<file path="config.mk">
export PLATFORM = sky130hd
export DESIGN_NAME = typesetter_code_decoder
export DESIGN_NICKNAME = d
export VERILOG_FILES = /design/src/tcd_pkg.sv /design/src/tcd_decode.sv /design/src/typesetter_code_decoder.sv
export SDC_FILE = /design/constraint.sdc
export NUM_CORES = 1
export LEC_CHECK = 0
export ABC_AREA = 1
export BUFFER_PORTS_ARGS = -buffer_cell sky130_fd_sc_hd__buf_2
export CAP_MARGIN = 5
export CORE_MARGIN = 2
export CORE_UTILIZATION = 50
export CTS_CLUSTER_SIZE = 28
export DETAILED_ROUTE_END_ITERATION = 6
export MAX_ROUTING_LAYER = met4
export PLACE_DENSITY = 0.72
export SLEW_MARGIN = 10
export SYNTH_ARGS = -nofsm -noshare
export SYNTH_HDL_FRONTEND = slang
export SYNTH_SLANG_ARGS = --single-unit
</file>
<file path="constraint.sdc">
create_clock -name clk -period 4.1 [get_ports clk]
set_input_delay 0 -clock clk [delete_from_list [all_inputs] [get_ports clk]]
set_output_delay 0 -clock clk [all_outputs]
set_load 0.05 [all_outputs]
</file>
<file path="src/tcd_pkg.sv">
// Types, code constants and the size table shared by the code decoder.
package tcd_pkg;

  localparam int unsigned CodeW = 8;
  localparam int unsigned AccW = 15;
  localparam int unsigned TotW = 32;
  localparam int unsigned MoveW = 16;
  localparam int unsigned StepW = 6;
  localparam int unsigned SizeW = 6;
  localparam int unsigned GlyphW = 7;
  localparam int unsigned KindW = 5;
  localparam int unsigned OutDataW = 112;

  // command codes
  localparam logic [CodeW-1:0] CodeNull = 8'o000;
  localparam logic [CodeW-1:0] CmdInit = 8'o100;
  localparam logic [CodeW-1:0] CmdLowerRail = 8'o101;
  localparam logic [CodeW-1:0] CmdUpperRail = 8'o102;
  localparam logic [CodeW-1:0] CmdUpperMag = 8'o103;
  localparam logic [CodeW-1:0] CmdLowerMag = 8'o104;
  localparam logic [CodeW-1:0] CmdLowerCase = 8'o105;
  localparam logic [CodeW-1:0] CmdUpperCase = 8'o106;
  localparam logic [CodeW-1:0] CmdEscFwd = 8'o107;
  localparam logic [CodeW-1:0] CmdEscBwd = 8'o110;
  localparam logic [CodeW-1:0] CmdStop = 8'o111;
  localparam logic [CodeW-1:0] CmdLeadFwd = 8'o112;
  localparam logic [CodeW-1:0] CmdLeadBwd = 8'o114;

  typedef enum logic [KindW-1:0] {
    EV_ESCAPE    = 5'd0,
    EV_NULL      = 5'd1,
    EV_INIT      = 5'd2,
    EV_LOWER_RAIL = 5'd3,
    EV_UPPER_RAIL = 5'd4,
    EV_UPPER_MAG = 5'd5,
    EV_LOWER_MAG = 5'd6,
    EV_LOWER_CASE = 5'd7,
    EV_UPPER_CASE = 5'd8,
    EV_ESC_FWD   = 5'd9,
    EV_ESC_BWD   = 5'd10,
    EV_STOP      = 5'd11,
    EV_LEAD_FWD  = 5'd12,
    EV_LEAD_BWD  = 5'd13,
    EV_UNDEF     = 5'd14,
    EV_LEAD      = 5'd15,
    EV_SIZE      = 5'd16,
    EV_CHAR      = 5'd17
  } event_kind_t;

  typedef enum logic [1:0] {
    DBL_NONE   = 2'd0,
    DBL_DOUBLE = 2'd1,
    DBL_SINGLE = 2'd2
  } dbl_change_t;

  typedef struct packed {
    logic [AccW-1:0] escape_accum;
    logic            escape_backward;
    logic            lead_backward;
    logic            upper_case;
    logic [1:0]      rail_mag;      // bit 0 upper rail, bit 1 upper magazine
    logic [TotW-1:0] escape_sum;
    logic [TotW-1:0] lead_sum;
    logic            double_mode;
  } dec_state_t;

  typedef struct packed {
    logic [CodeW-1:0]  raw_code;
    logic              escape_flushed;
    logic [MoveW-1:0]  escape_move;
    logic [TotW-1:0]   escape_total;
    event_kind_t       event_kind;
    logic [StepW-1:0]  lead_step;
    logic [TotW-1:0]   lead_total;
    logic [SizeW-1:0]  point_size;
    dbl_change_t       double_change;
    logic [GlyphW-1:0] glyph_index;
    logic              special_font;
  } dec_result_t;

  function automatic logic [SizeW-1:0] size_points(input logic [3:0] n);
    logic [SizeW-1:0] p;
    case (n)
      4'd0:    p = 6'd7;
      4'd1:    p = 6'd8;
      4'd2:    p = 6'd10;
      4'd3:    p = 6'd11;
      4'd4:    p = 6'd12;
      4'd5:    p = 6'd14;
      4'd6:    p = 6'd18;
      4'd7:    p = 6'd9;
      4'd8:    p = 6'd6;
      4'd9:    p = 6'd16;
      4'd10:   p = 6'd20;
      4'd11:   p = 6'd22;
      4'd12:   p = 6'd24;
      4'd13:   p = 6'd28;
      4'd14:   p = 6'd36;
      default: p = 6'd18;
    endcase
    return p;
  endfunction

endpackage

</file>
<file path="src/tcd_decode.sv">
// Per-byte decode: next decoder state and the decoded event for one code byte.
module tcd_decode
  import tcd_pkg::*;
(
  input  logic [CodeW-1:0] code_byte,
  input  dec_state_t       cur,
  output dec_state_t       nxt,
  output dec_result_t      res
);

  logic [AccW:0]    acc_sum;
  logic [AccW-1:0]  acc_sat;
  logic [MoveW-1:0] move;
  logic [4:0]       lead_mag;
  logic [StepW-1:0] step;
  logic             new_dbl;

  // inverted low seven bits, saturate once the sum reaches bit 15
  assign acc_sum = {1'b0, cur.escape_accum} + {{(AccW-6){1'b0}}, ~code_byte[6:0]};
  assign acc_sat = acc_sum[AccW] ? {AccW{1'b1}} : acc_sum[AccW-1:0];
  assign move = cur.escape_backward ? (MoveW'(0) - {1'b0, cur.escape_accum})
                                    : {1'b0, cur.escape_accum};
  assign lead_mag = ~code_byte[4:0];
  assign step = cur.lead_backward ? (StepW'(0) - {1'b0, lead_mag}) : {1'b0, lead_mag};
  assign new_dbl = code_byte[3] & (code_byte[2:0] != 3'd0);

  always_comb begin
    nxt = cur;
    res = '0;
    res.raw_code = code_byte;
    res.event_kind = EV_ESCAPE;
    res.double_change = DBL_NONE;

    if (code_byte[7]) begin
      nxt.escape_accum = acc_sat;
    end else begin
      if (cur.escape_accum != '0) begin
        nxt.escape_sum = cur.escape_sum + {{(TotW-MoveW){move[MoveW-1]}}, move};
        nxt.escape_accum = '0;
        res.escape_move = move;
        res.escape_flushed = 1'b1;
      end
      if (code_byte == CodeNull) begin
        res.event_kind = EV_NULL;
      end else if (code_byte[6:4] == 3'b100) begin
        case (code_byte)
          CmdInit: begin
            nxt.escape_backward = 1'b0;
            nxt.lead_backward = 1'b0;
            nxt.upper_case = 1'b0;
            nxt.rail_mag = 2'b00;
            res.event_kind = EV_INIT;
          end
          CmdLowerRail: begin
            nxt.rail_mag[0] = 1'b0;
            res.event_kind = EV_LOWER_RAIL;
          end
          CmdUpperRail: begin
            nxt.rail_mag[0] = 1'b1;
            res.event_kind = EV_UPPER_RAIL;
          end
          CmdUpperMag: begin
            nxt.rail_mag[1] = 1'b1;
            res.event_kind = EV_UPPER_MAG;
          end
          CmdLowerMag: begin
            nxt.rail_mag[1] = 1'b0;
            res.event_kind = EV_LOWER_MAG;
          end
          CmdLowerCase: begin
            nxt.upper_case = 1'b0;
            res.event_kind = EV_LOWER_CASE;
          end
          CmdUpperCase: begin
            nxt.upper_case = 1'b1;
            res.event_kind = EV_UPPER_CASE;
          end
          CmdEscFwd: begin
            nxt.escape_backward = 1'b0;
            res.event_kind = EV_ESC_FWD;
          end
          CmdEscBwd: begin
            nxt.escape_backward = 1'b1;
            res.event_kind = EV_ESC_BWD;
          end
          CmdStop: res.event_kind = EV_STOP;
          CmdLeadFwd: begin
            nxt.lead_backward = 1'b0;
            res.event_kind = EV_LEAD_FWD;
          end
          CmdLeadBwd: begin
            nxt.lead_backward = 1'b1;
            res.event_kind = EV_LEAD_BWD;
          end
          default: res.event_kind = EV_UNDEF;
        endcase
      end else if (code_byte[6:5] == 2'b11) begin
        nxt.lead_sum = cur.lead_sum + {{(TotW-StepW){step[StepW-1]}}, step};
        res.lead_step = step;
        res.event_kind = EV_LEAD;
      end else if (code_byte[6:4] == 3'b101) begin
        res.point_size = size_points(code_byte[3:0]);
        if (!cur.double_mode && new_dbl) begin
          res.double_change = DBL_DOUBLE;
        end else if (cur.double_mode && !new_dbl) begin
          res.double_change = DBL_SINGLE;
        end
        nxt.double_mode = new_dbl;
        res.event_kind = EV_SIZE;
      end else begin
        res.glyph_index = {cur.upper_case, code_byte[5:0]};
        res.special_font = (cur.rail_mag == 2'b11);
        res.event_kind = EV_CHAR;
      end
    end

    res.escape_total = nxt.escape_sum;
    res.lead_total = nxt.lead_sum;
  end

endmodule

</file>
<file path="src/typesetter_code_decoder.sv">
// Phototypesetter code decoder: one code byte in, one decoded event out.
// Registers: the input register holds the byte, the result register holds its decoded event.
// Throughput: one byte per cycle while out_tready keeps the result register draining;
// the decode and both 32-bit total adders sit in the single stage between the two registers.
// Reset (rst_n low, synchronous): both stages empty, accumulator, modes and totals cleared.
module typesetter_code_decoder
  import tcd_pkg::*;
(
  input  logic                clk,
  input  logic                rst_n,
  input  logic                in_tvalid,
  output logic                in_tready,
  input  logic [CodeW-1:0]    in_tdata,   // [7:0] code_byte
  output logic                out_tvalid,
  input  logic                out_tready,
  // [7:0] raw_code, [8] escape_flushed, [24:9] escape_move, [56:25] escape_total,
  // [62:57] lead_step, [94:63] lead_total, [100:95] point_size,
  // [102:101] double_change, [109:103] glyph_index, [110] special_font, [111] zero
  output logic [OutDataW-1:0] out_tdata,
  output logic [KindW-1:0]    out_tuser   // [4:0] event_kind
);

  logic             in_valid_r;
  logic [CodeW-1:0] in_byte_r;
  logic             out_valid_r;
  dec_result_t      res_r;
  dec_result_t      res_nxt;
  dec_state_t       state_r;
  dec_state_t       state_nxt;
  logic             out_load;

  // result register takes a beat when empty or being drained this cycle
  assign out_load = in_valid_r && (!out_valid_r || out_tready);
  assign in_tready = !in_valid_r || out_load;

  tcd_decode u_decode (
    .code_byte (in_byte_r),
    .cur       (state_r),
    .nxt       (state_nxt),
    .res       (res_nxt)
  );

  always_ff @(posedge clk) begin
    if (!rst_n) begin
      in_valid_r <= 1'b0;
      out_valid_r <= 1'b0;
      state_r <= '0;
    end else begin
      if (in_tready) begin
        in_valid_r <= in_tvalid;
      end
      if (out_load) begin
        out_valid_r <= 1'b1;
        state_r <= state_nxt;
      end else if (out_tready) begin
        out_valid_r <= 1'b0;
      end
    end
  end

  always_ff @(posedge clk) begin
    if (in_tready && in_tvalid) begin
      in_byte_r <= in_tdata;
    end
    if (out_load) begin
      res_r <= res_nxt;
    end
  end

  assign out_tvalid = out_valid_r;
  assign out_tuser = res_r.event_kind;
  assign out_tdata = {1'b0,
                      res_r.special_font,
                      res_r.glyph_index,
                      res_r.double_change,
                      res_r.point_size,
                      res_r.lead_total,
                      res_r.lead_step,
                      res_r.escape_total,
                      res_r.escape_move,
                      res_r.escape_flushed,
                      res_r.raw_code};

endmodule

</file>
==> flow_metrics.py, run 1 <==
metrics = {
    "synthesis": {
        "part_of_the_yosys_area_used_for_sequential_elements_pct": 38.7,
        "synth_enable_flop_cells": 124,
        "mapped_nets": 2109,
        "yosys_warnings": 0,
        "asyncSetResetFlopFracSynth_pct": 0,
        "yosys-top-cells-area": "edfxtp_1, nand2_1, dfxtp_1, inv_1, ha_1",
        "ys_types": 50,
        "syn_area_mm2": 0.0141,
        "yosysTopAreaCell": "edfxtp_1",
        "most_used_flip_flop_cell_after_synthesis": "edfxtp_1",
        "yosys_register_bits": 211,
        "synth.top_cell.area_share_pct": 26.4,
        "syn_area_per_cell_um2": 7.00,
        "syn-instance-count": 2017,
    },
    "job": {
        "maxcap_violations": 0,
    },
    "cts": {
        "cts_made_buffers": 25,
        "cts_setup_buffers": 0,
        "cts_num_sinks": 211,
        "max-clock-path-buffers": 3,
        "cts_tree": "built",
        "cts-root-buf": "clkbuf_16",
        "worst_skew_pair_later_pin_latency_ps": 550,
        "htree_num_levels": 1,
        "clk_pin_slew_ps": 60,
    },
    "floorplanning": {
        "initial_standard_cell_utilization_of_the_core_pct": 50.8,
        "die_w_um": 172,
        "placeable_area_mm2": 0.0278,
        "io_pins": 131,
        "rows": 61,
        "dieArea_mm2": 0.0296,
        "floorplan.die.height_um": 172,
    },
    "grt": {
        "number_of_global_route_vias_before_repair": 12253,
        "antenna_violations_before_repair": 0,
        "gr-usage-all-layers_pct": 26.9,
        "grt_remaining_overflow": 0,
        "grt_first_pass_wirelength_mm": 61.4,
        "grt_start_max_net_pins": 140,
    },
    "hold_path": {
        "min-delay-path-class": "input port to register",
    },
    "worst_setup_path": {
        "critical_path_required_ps": 4370,
        "timing.critical_path.to_type": "register",
        "critical_path_peak_fanout": 20,
        "critPathKind": "register to register",
        "startpoint_class": "register",
        "timing.critical_path.arrival_ps": 3740,
    },
    "place": {
        "detailedPlace.worstSlack_ps": 675,
        "dpl.hpwl_mm": 28.5,
        "gpl.final_weighted_congestion": 0.918,
        "dp_cells": 2493,
        "placement.io_buffers": 129,
    },
    "power": {
        "power.internal_mw": 4.26,
        "share_of_total_power_in_combinational_logic_pct": 15.8,
        "worst_vdd_rail_ir_drop_v": 0.000262,
        "power.leakage_nw": 8.35,
        "pwr_density_cell_mw_per_mm2": 367,
        "pwr-share-seq_pct": 41.5,
        "power.share.switching_pct": 28.4,
        "p_clk_share_pct": 42.7,
        "power.switching_mw": 1.68,
    },
    "final_layout": {
        "multi_input_comb_area_mm2": 0.00698,
        "area_added_between_synthesis_and_finish_pct": 14.5,
        "drive_gt1_share_pct": 11.2,
        "insertedDiodeCount": 0,
        "num-nets-final": 2246,
        "regArea_mm2": 0.00547,
        "layout.cells.non_filler": 2551,
        "final.fill_count": 2683,
    },
    "route": {
        "drt-met1-wl_mm": 17.7,
        "met2_wirelength_mm": 17.8,
        "antenna_left": 0,
        "routed_wl_mm": 38.1,
        "first_pass_iters": 6,
        "route.vias.total": 12939,
        "drt-initial-drc-count": 939,
        "route.met3.wl_mm": 1.62,
        "dr.max_layer_used": "met4",
        "post-route-drc-count": 0,
        "via_per_inst": 5.07,
        "post_drt_wl_per_cell_um": 15.0,
    },
    "timing": {
        "timing.final.max_slew_violations": 0,
        "worst_slew_margin_rel_pct": 33.1,
        "period_share_pct": 84.5,
        "tns_ps": 0,
        "fin_crit_ps": 3470,
        "tightestPinTransition_ps": 1000,
        "hold_viol_final": 0,
        "achievable-frequency_mhz": 288,
        "setup_viol": 0,
        "finalClockSkew_ps": 15.1,
        "setup_ws_ps": 634,
        "rsz0062_at_grt": "false",
    },
    "run_status": {
        "run_status": "finished clean",
    },
}
kinds of logic after synthesis:
family | Yosys count | synth area share (%)
simple gates | 979 | 28.8
buf+inv | 421 | 12.0
compound gates | 288 | 10.9
flops | 211 | 38.7
fa+ha+maj | 80 | 7.25
xor+xnor | 36 | 2.23
other cells | 1 | 0.0266
mux | 1 | 0.0709
state kept, by name (all words and copies together), names as in the netlist:
name        flops
in_byte_r       8
out_tdata     111
out_tuser       5
out_tvalid      1
state_r        85
in_valid_r      1
critical path: stages, from the launching register on:
cell      delay [ps]
edfxtp_1         470
nand3_1          130
o21ai_0          270
inv_1            460
ha_1             560
nand2_1          140
nor2_1           270
inv_1             70
nor2_1           260
nand4_1          190
nand3_1          130
nand2_1           50
nand3_1          100
o21ai_0          100
power groups by stage:
| stage | Clock [mW] | Sequential (mW) | Combinational, mW |
|---|---|---|---|
| 3_5_place_dp | 0 | 2.51 | 0.925 |
| 6_report | 2.54 | 2.46 | 0.938 |
| 5_1_grt | 2.67 | 2.48 | 1.03 |
| 3_3_place_gp | 0 | 2.51 | 0.910 |
| 4_1_cts | 2.58 | 2.46 | 0.939 |
| 2_1_floorplan | 0 | 2.72 | 0.493 |
placed cells by master, fill, tap and decap left out, types with 17 or more instances in the layout:
master | Yosys | final
nand2_1 | 613 | 613
inv_1 | 367 | 366
nor2_1 | 148 | 147
nand3_1 | 133 | 133
a21oi_1 | 132 | 132
buf_2 | 8 | 129
edfxtp_1 | 124 | 124
o21ai_0 | 106 | 106
dfxtp_1 | 87 | 87
ha_1 | 77 | 77
or2_2 | 28 | 28
clkbuf_16 | 0 | 25
nor3_1 | 20 | 20
xor2_1 | 20 | 20
buf_4 | 4 | 17
metrics by stage:
| step | hold slack [ps] | cell area [um^2] | total power, mW | utilization [%] |
|---|---|---|---|---|
| 6_report | 168 | 16200 | 5.94 | 58.2 |
| 4_1_cts | 139 | 16200 | 5.98 | 58.2 |
| 5_1_grt | 151 | 16200 | 6.18 | 58.2 |
| 3_5_place_dp | 179 | 15100 | 3.43 | 54.4 |
| 3_3_place_gp | 179 | 15100 | 3.42 | 54.4 |
| 2_1_floorplan | 98.9 | 14100 | 3.21 | - |
per-layer routing:
layer / up-vias / track usage (%)
li1: 6689 / -
met1: 5880 / 34.6
met2: 299 / 45.0
met3: 71 / 2.84
met4: 0 / 7.86
met5: - / -
cell usage after synthesis (all sizes together), types with 2 or more instances:
master / number
nand2: 617
inv: 370
nor2: 155
a21oi: 134
nand3: 134
o21ai: 128
edfxtp: 124
dfxtp: 87
ha: 77
or2: 28
clkbuf: 26
buf: 22
nor3: 21
xor2: 20
xnor2: 16
nand4: 14
a21o: 6
o211ai: 6
a31oi: 4
a211oi: 3
clkinv: 3
fa: 3
nor3b: 3
o21bai: 3
and3: 2
nand3b: 2
nor4: 2
timing repair:
| item | CTS | global route |
|---|---|---|
| resized for setup | 0 | 0 |
| setup endpoints to repair | 0 | 0 |
| hold endpoints to repair | 18 | 0 |
| hold buffers | 12 | 0 |
cell type report:
class	count	area share (%)
Clock buffer	31	4.13
Tap cell	378	2.93
Sequential cell	211	33.8
Timing Repair Buffer	158	5.53
Inverter	373	8.71
Clock inverter	15	1.70
Multi-Input combinational cell	1385	43.2
path summary, 6_finish.rpt:
kind           startpoint  slack (ps)       endpoint  cells past startpoint
min           in_tdata[6]         170   in_byte_r[6]                      2
min reg2reg    state_r[0]         480     state_r[0]                      2
max reg2reg  in_byte_r[1]         630  out_tdata[80]                     13
max          in_byte_r[1]         630  out_tdata[80]                     13
Note: power is estimated with default switching activity, not from simulation.
==> run 2, diff against run 1 <==
PLACE_DENSITY = 0.69   (was 0.72)
clock period = 3.42 ns   (was 4.1 ns; I/O delays follow)
==> flow_metrics.py, run 2 (synthesis results as in run 1) <==
metrics = {
    "worst_setup_path": {
        "critical_path_peak_fanout": 26,
        "timing.critical_path.to_type": "register",
        "critical_register_to_register_path_endpoint": "out_tdata[80]",
        "worstSetupStartpoint": "in_byte_r[1]",
        "r2r_cells": 14,
        "critical_path_required_ps": 3650,
        "critPathKind": "register to register",
        "timing.critical_path.arrival_ps": 3440,
        "startpoint_class": "register",
        "crit_path_end": "out_tdata[80]",
        "timing.rr.start": "in_byte_r[1]",
        "setup.reg_to_reg.worst_slack_ps": 210,
    },
    "route": {
        "route.met3.wl_mm": 1.87,
        "routed_wl_mm": 38.4,
        "post_drt_wl_per_cell_um": 15.0,
        "met2_wirelength_mm": 18.0,
        "via_per_inst": 5.07,
        "drt-initial-drc-count": 863,
        "route.vias.total": 13012,
        "dr.max_layer_used": "met4",
        "post-route-drc-count": 0,
        "first_pass_iters": 5,
        "antenna_left": 0,
        "drt-met1-wl_mm": 17.4,
    },
    "timing": {
        "worst_slew_margin_rel_pct": 31.3,
        "fin_crit_ps": 3210,
        "tightestPinTransition_ps": 1030,
        "period_share_pct": 93.9,
        "hold_viol_final": 0,
        "finalClockSkew_ps": 18.8,
        "setup_viol": 0,
        "achievable-frequency_mhz": 311,
        "timing.final.max_slew_violations": 0,
    },
    "place": {
        "dp_cells": 2503,
        "gpl.final_weighted_congestion": 0.953,
        "placement.io_buffers": 129,
        "dpl.hpwl_mm": 28.7,
    },
    "cts": {
        "cts_num_sinks": 211,
        "clk_pin_slew_ps": 70,
        "worst_skew_pair_later_pin_latency_ps": 550,
        "max-clock-path-buffers": 3,
        "cts_tree": "built",
        "cts_made_buffers": 25,
        "htree_num_levels": 1,
        "cts-root-buf": "clkbuf_16",
    },
    "floorplanning": {
        "io_pins": 131,
        "die_w_um": 172,
        "floorplan.die.height_um": 172,
        "rows": 61,
        "placeable_area_mm2": 0.0278,
        "initial_standard_cell_utilization_of_the_core_pct": 50.8,
        "dieArea_mm2": 0.0296,
    },
    "power": {
        "power.internal_mw": 5.09,
        "share_of_total_power_in_combinational_logic_pct": 15.9,
        "p_clk_share_pct": 42.7,
        "finalPower_mw": 7.15,
        "power.share.switching_pct": 28.9,
        "power.switching_mw": 2.06,
        "pwr-share-seq_pct": 41.4,
        "worst_vdd_rail_ir_drop_v": 0.000309,
        "power.leakage_nw": 8.44,
        "pwr_density_cell_mw_per_mm2": 438,
    },
    "final_layout": {
        "largest_register_ffs": 111,
        "num-nets-final": 2259,
        "most_common_cell_after_layout_fill_and_taps_aside": "nand2_1",
        "utilization_pct": 58.8,
        "area_added_between_synthesis_and_finish_pct": 15.6,
        "layout_common_cells": "nand2_1, inv_1, nor2_1",
        "final.fill_count": 2716,
        "layout.cells.non_filler": 2565,
        "drive_gt1_share_pct": 12.2,
    },
    "grt": {
        "gr-usage-all-layers_pct": 27.0,
        "grt_first_pass_wirelength_mm": 61.6,
        "grt_remaining_overflow": 0,
        "number_of_global_route_vias_before_repair": 12242,
        "antenna_violations_before_repair": 1,
        "grt_start_max_net_pins": 106,
    },
    "run_status": {
        "run_status": "finished clean",
    },
    "hold_path": {
        "min-delay-path-class": "input port to register",
    },
    "job": {
        "maxcap_violations": 0,
    },
}
run 2: how the worst min path moves through the flow:
stage,cells after the start,endpoint,from,slack (ps)
after detailed placement,1,in_byte_r[7],in_tdata[7],180
after global routing,4,state_r[11],rst_n,120
after CTS,4,state_r[68],rst_n,90
after floorplan,0,in_byte_r[0],in_tdata[0],100
after global placement,1,in_byte_r[4],in_tdata[4],180
final,4,state_r[68],rst_n,110
run 2: final cells by class:
| cell class | instances | area, um^2 | area share [%] |
|---|---|---|---|
| timing repair buffer | 171 | 1030 | 6.30 |
| clock buffer | 31 | 688 | 4.21 |
| tap | 378 | 473 | 2.90 |
| inverter | 373 | 1410 | 8.62 |
| multi-input combinational | 1385 | 7010 | 42.9 |
| antenna | 1 | 2.50 | 0.0153 |
| sequential | 211 | 5470 | 33.5 |
| clock inverter | 15 | 255 | 1.56 |
run 2: routing by layer:
metal  GRT usage (%)  vias to the layer above
li1                -                     6712
met1            34.6                     5923
met2            44.6                      305
met3            3.57                       72
met4            8.29                        0
met5               -                        -
run 2: per-stage QoR:
step / setup slack, ps / TNS (ps) / hold WS (ps) / instance area (um^2)
6_report: 207 / 0 / 106 / 16300
3_5_place_dp: 151 / 0 / 179 / 15200
2_1_floorplan: 367 / 0 / 98.9 / 14100
5_1_grt: -30.8 / -30.8 / 125 / 16300
3_3_place_gp: 153 / 0 / 178 / 15200
4_1_cts: 112 / 0 / 92.1 / 16300
run 2: power by group through the flow:
stage	Clock (mW)	Sequential [mW]	Combinational, mW
after floorplan	0	3.26	0.591
after global placement	0	3.01	1.10
after detailed placement	0	3.01	1.11
after CTS	3.10	2.96	1.13
after global routing	3.21	2.97	1.25
final	3.05	2.96	1.14
run 2: timing repair:
action | CTS | global route
hold endpoints to repair | 18 | 0
buffers inserted | 0 | 3
resized for setup | 0 | 9
hold buffers | 12 | 0
setup endpoints to repair | 0 | 39
run 2: worst max-delay path, cell delays in order, from the launching register on:
cell and delay [ps]:
edfxtp_1 490, nand3_1 150, o21ai_1 280, inv_1 120, buf_12 180, ha_1 380
nand2_1 140, nor2_1 230, inv_1 60, nor2_1 210, nand4_1 180, nand3_1 120
nand2_1 60, nand3_1 90, o21ai_0 190
==> run 3, diff against run 2 <==
BUFFER_PORTS_ARGS = not set   (was -buffer_cell sky130_fd_sc_hd__buf_2)
DONT_BUFFER_PORTS = 1   (was not set)
PLACE_DENSITY = not set   (was 0.69)
==> flow_metrics.py, run 3 (synthesis results as in run 1) <==
metrics = {
    "timing": {
        "worst_slew_margin_rel_pct": 24.5,
        "timing.final.max_slew_violations": 0,
        "achievable-frequency_mhz": 316,
        "period_share_pct": 92.6,
        "tightestPinTransition_ps": 1130,
        "setup_ws_ps": 253,
        "finalClockSkew_ps": 10.1,
        "tns_ps": 0,
        "setup_viol": 0,
        "fin_crit_ps": 3170,
        "hold_viol_final": 0,
    },
    "worst_setup_path": {
        "timing.rr.start": "in_byte_r[0]",
        "timing.critical_path.to_type": "register",
        "critical_path_peak_fanout": 26,
        "timing.critical_path.arrival_ps": 3380,
        "critPathKind": "register to register",
        "critical_path_required_ps": 3630,
        "worstSetupStartpoint": "in_byte_r[0]",
        "startpoint_class": "register",
    },
    "route": {
        "via_per_inst": 5.06,
        "post_drt_wl_per_cell_um": 15.1,
        "first_pass_iters": 5,
        "antenna_left": 0,
        "post-route-drc-count": 0,
        "drt-initial-drc-count": 799,
        "route.vias.total": 12330,
        "routed_wl_mm": 36.8,
    },
    "floorplanning": {
        "die_w_um": 172,
        "placeable_area_mm2": 0.0278,
        "initial_standard_cell_utilization_of_the_core_pct": 50.8,
        "floorplan.die.height_um": 172,
        "rows": 61,
        "dieArea_mm2": 0.0296,
        "io_pins": 131,
    },
    "place": {
        "gpl.final_weighted_congestion": 0.926,
        "detailedPlace.worstSlack_ps": 61.0,
        "post_dp_cell_area_mm2": 0.0146,
        "placement.io_buffers": 0,
        "dpl.hpwl_mm": 27.8,
        "dp_cells": 2374,
    },
    "grt": {
        "number_of_global_route_vias_before_repair": 11462,
        "grt_remaining_overflow": 0,
        "gr-usage-all-layers_pct": 26.0,
        "antenna_violations_before_repair": 0,
        "grt_start_max_net_pins": 81,
        "grt_first_pass_wirelength_mm": 59.5,
    },
    "power": {
        "pwr_density_cell_mw_per_mm2": 423,
        "worst_vdd_rail_ir_drop_v": 0.000362,
        "power.leakage_nw": 7.88,
    },
    "cts": {
        "worst_skew_pair_later_pin_latency_ps": 530,
        "cts-root-buf": "clkbuf_16",
        "max-clock-path-buffers": 3,
        "cts_made_buffers": 25,
        "cts_tree": "built",
        "cts_num_sinks": 211,
        "htree_num_levels": 1,
        "clk_pin_slew_ps": 60,
    },
    "final_layout": {
        "layout_common_cells": "nand2_1, inv_1, nor2_1",
        "num-nets-final": 2131,
        "regArea_mm2": 0.00547,
        "area_added_between_synthesis_and_finish_pct": 10.3,
        "utilization_pct": 56.1,
        "final.fill_count": 2744,
        "largest_register_ffs": 111,
        "multi_input_comb_area_mm2": 0.00702,
        "layout.cells.non_filler": 2436,
        "most_common_cell_after_layout_fill_and_taps_aside": "nand2_1",
        "post-route-cell-area_mm2": 0.0156,
        "insertedDiodeCount": 0,
        "drive_gt1_share_pct": 6.56,
    },
    "job": {
        "maxcap_violations": 0,
    },
    "hold_path": {
        "min-delay-path-class": "input port to register",
        "min-delay-start": "in_tdata[6]",
    },
    "run_status": {
        "run_status": "finished clean",
    },
}
## run 3: what timing repair did
action | CTS | global route
setup endpoints to repair | 0 | 36
buffers inserted | 0 | 3
hold endpoints to repair | 66 | 0
hold buffers | 13 | 0
resized for setup | 0 | 9
## run 3: path summary, 6_finish.rpt
check / end / slack [ps] / depth (start not counted)
max reg2reg: out_tdata[81] / 250 / 15
min: in_byte_r[6] / 100 / 1
min reg2reg: state_r[0] / 490 / 2
max: out_tdata[81] / 250 / 15
## run 3: through the flow
stage / total power, mW / hold slack (ps)
global route: 6.88 / 89.6
floorplan: 3.85 / 98.9
detailed placement: 4.04 / 98.9
finish: 6.59 / 96.5
global placement: 4.03 / 98.9
CTS: 6.65 / 74.7
## run 3: report_power, final
| group | total, mW | internal (mW) | switching, mW |
|---|---|---|---|
| registers | 3.24 | 2.87 | 0.371 |
| clock network | 2.57 | 1.51 | 1.06 |
| logic | 0.780 | 0.271 | 0.509 |
## run 3: layer usage
layer  track usage, %  up-vias  routed length, um
met5                -        -                  0
met1             35.3     5591              17900
met2             41.3      235              16400
met3             3.55       49               1660
met4             6.21        0                846
li1                 -     6455                  -
## run 3: critical path: stages, from the launching register on
cell	delay [ps]
edfxtp_1	460
nand3_1	140
o21ai_0	180
buf_4	150
inv_1	60
buf_12	160
ha_1	420
nand2_1	140
nor2_1	160
inv_1	60
nor2_1	220
nand4_1	220
nand3_1	140
nand2_1	50
nand3_1	80
o21ai_0	190
## run 3: cell type report
type	instances	area share [%]
clock buffer	34	4.49
inverter	373	9.04
tap	378	3.04
clock inverter	12	0.626
timing repair buffer	43	2.67
multi-input combinational	1385	45.1
sequential	211	35.1
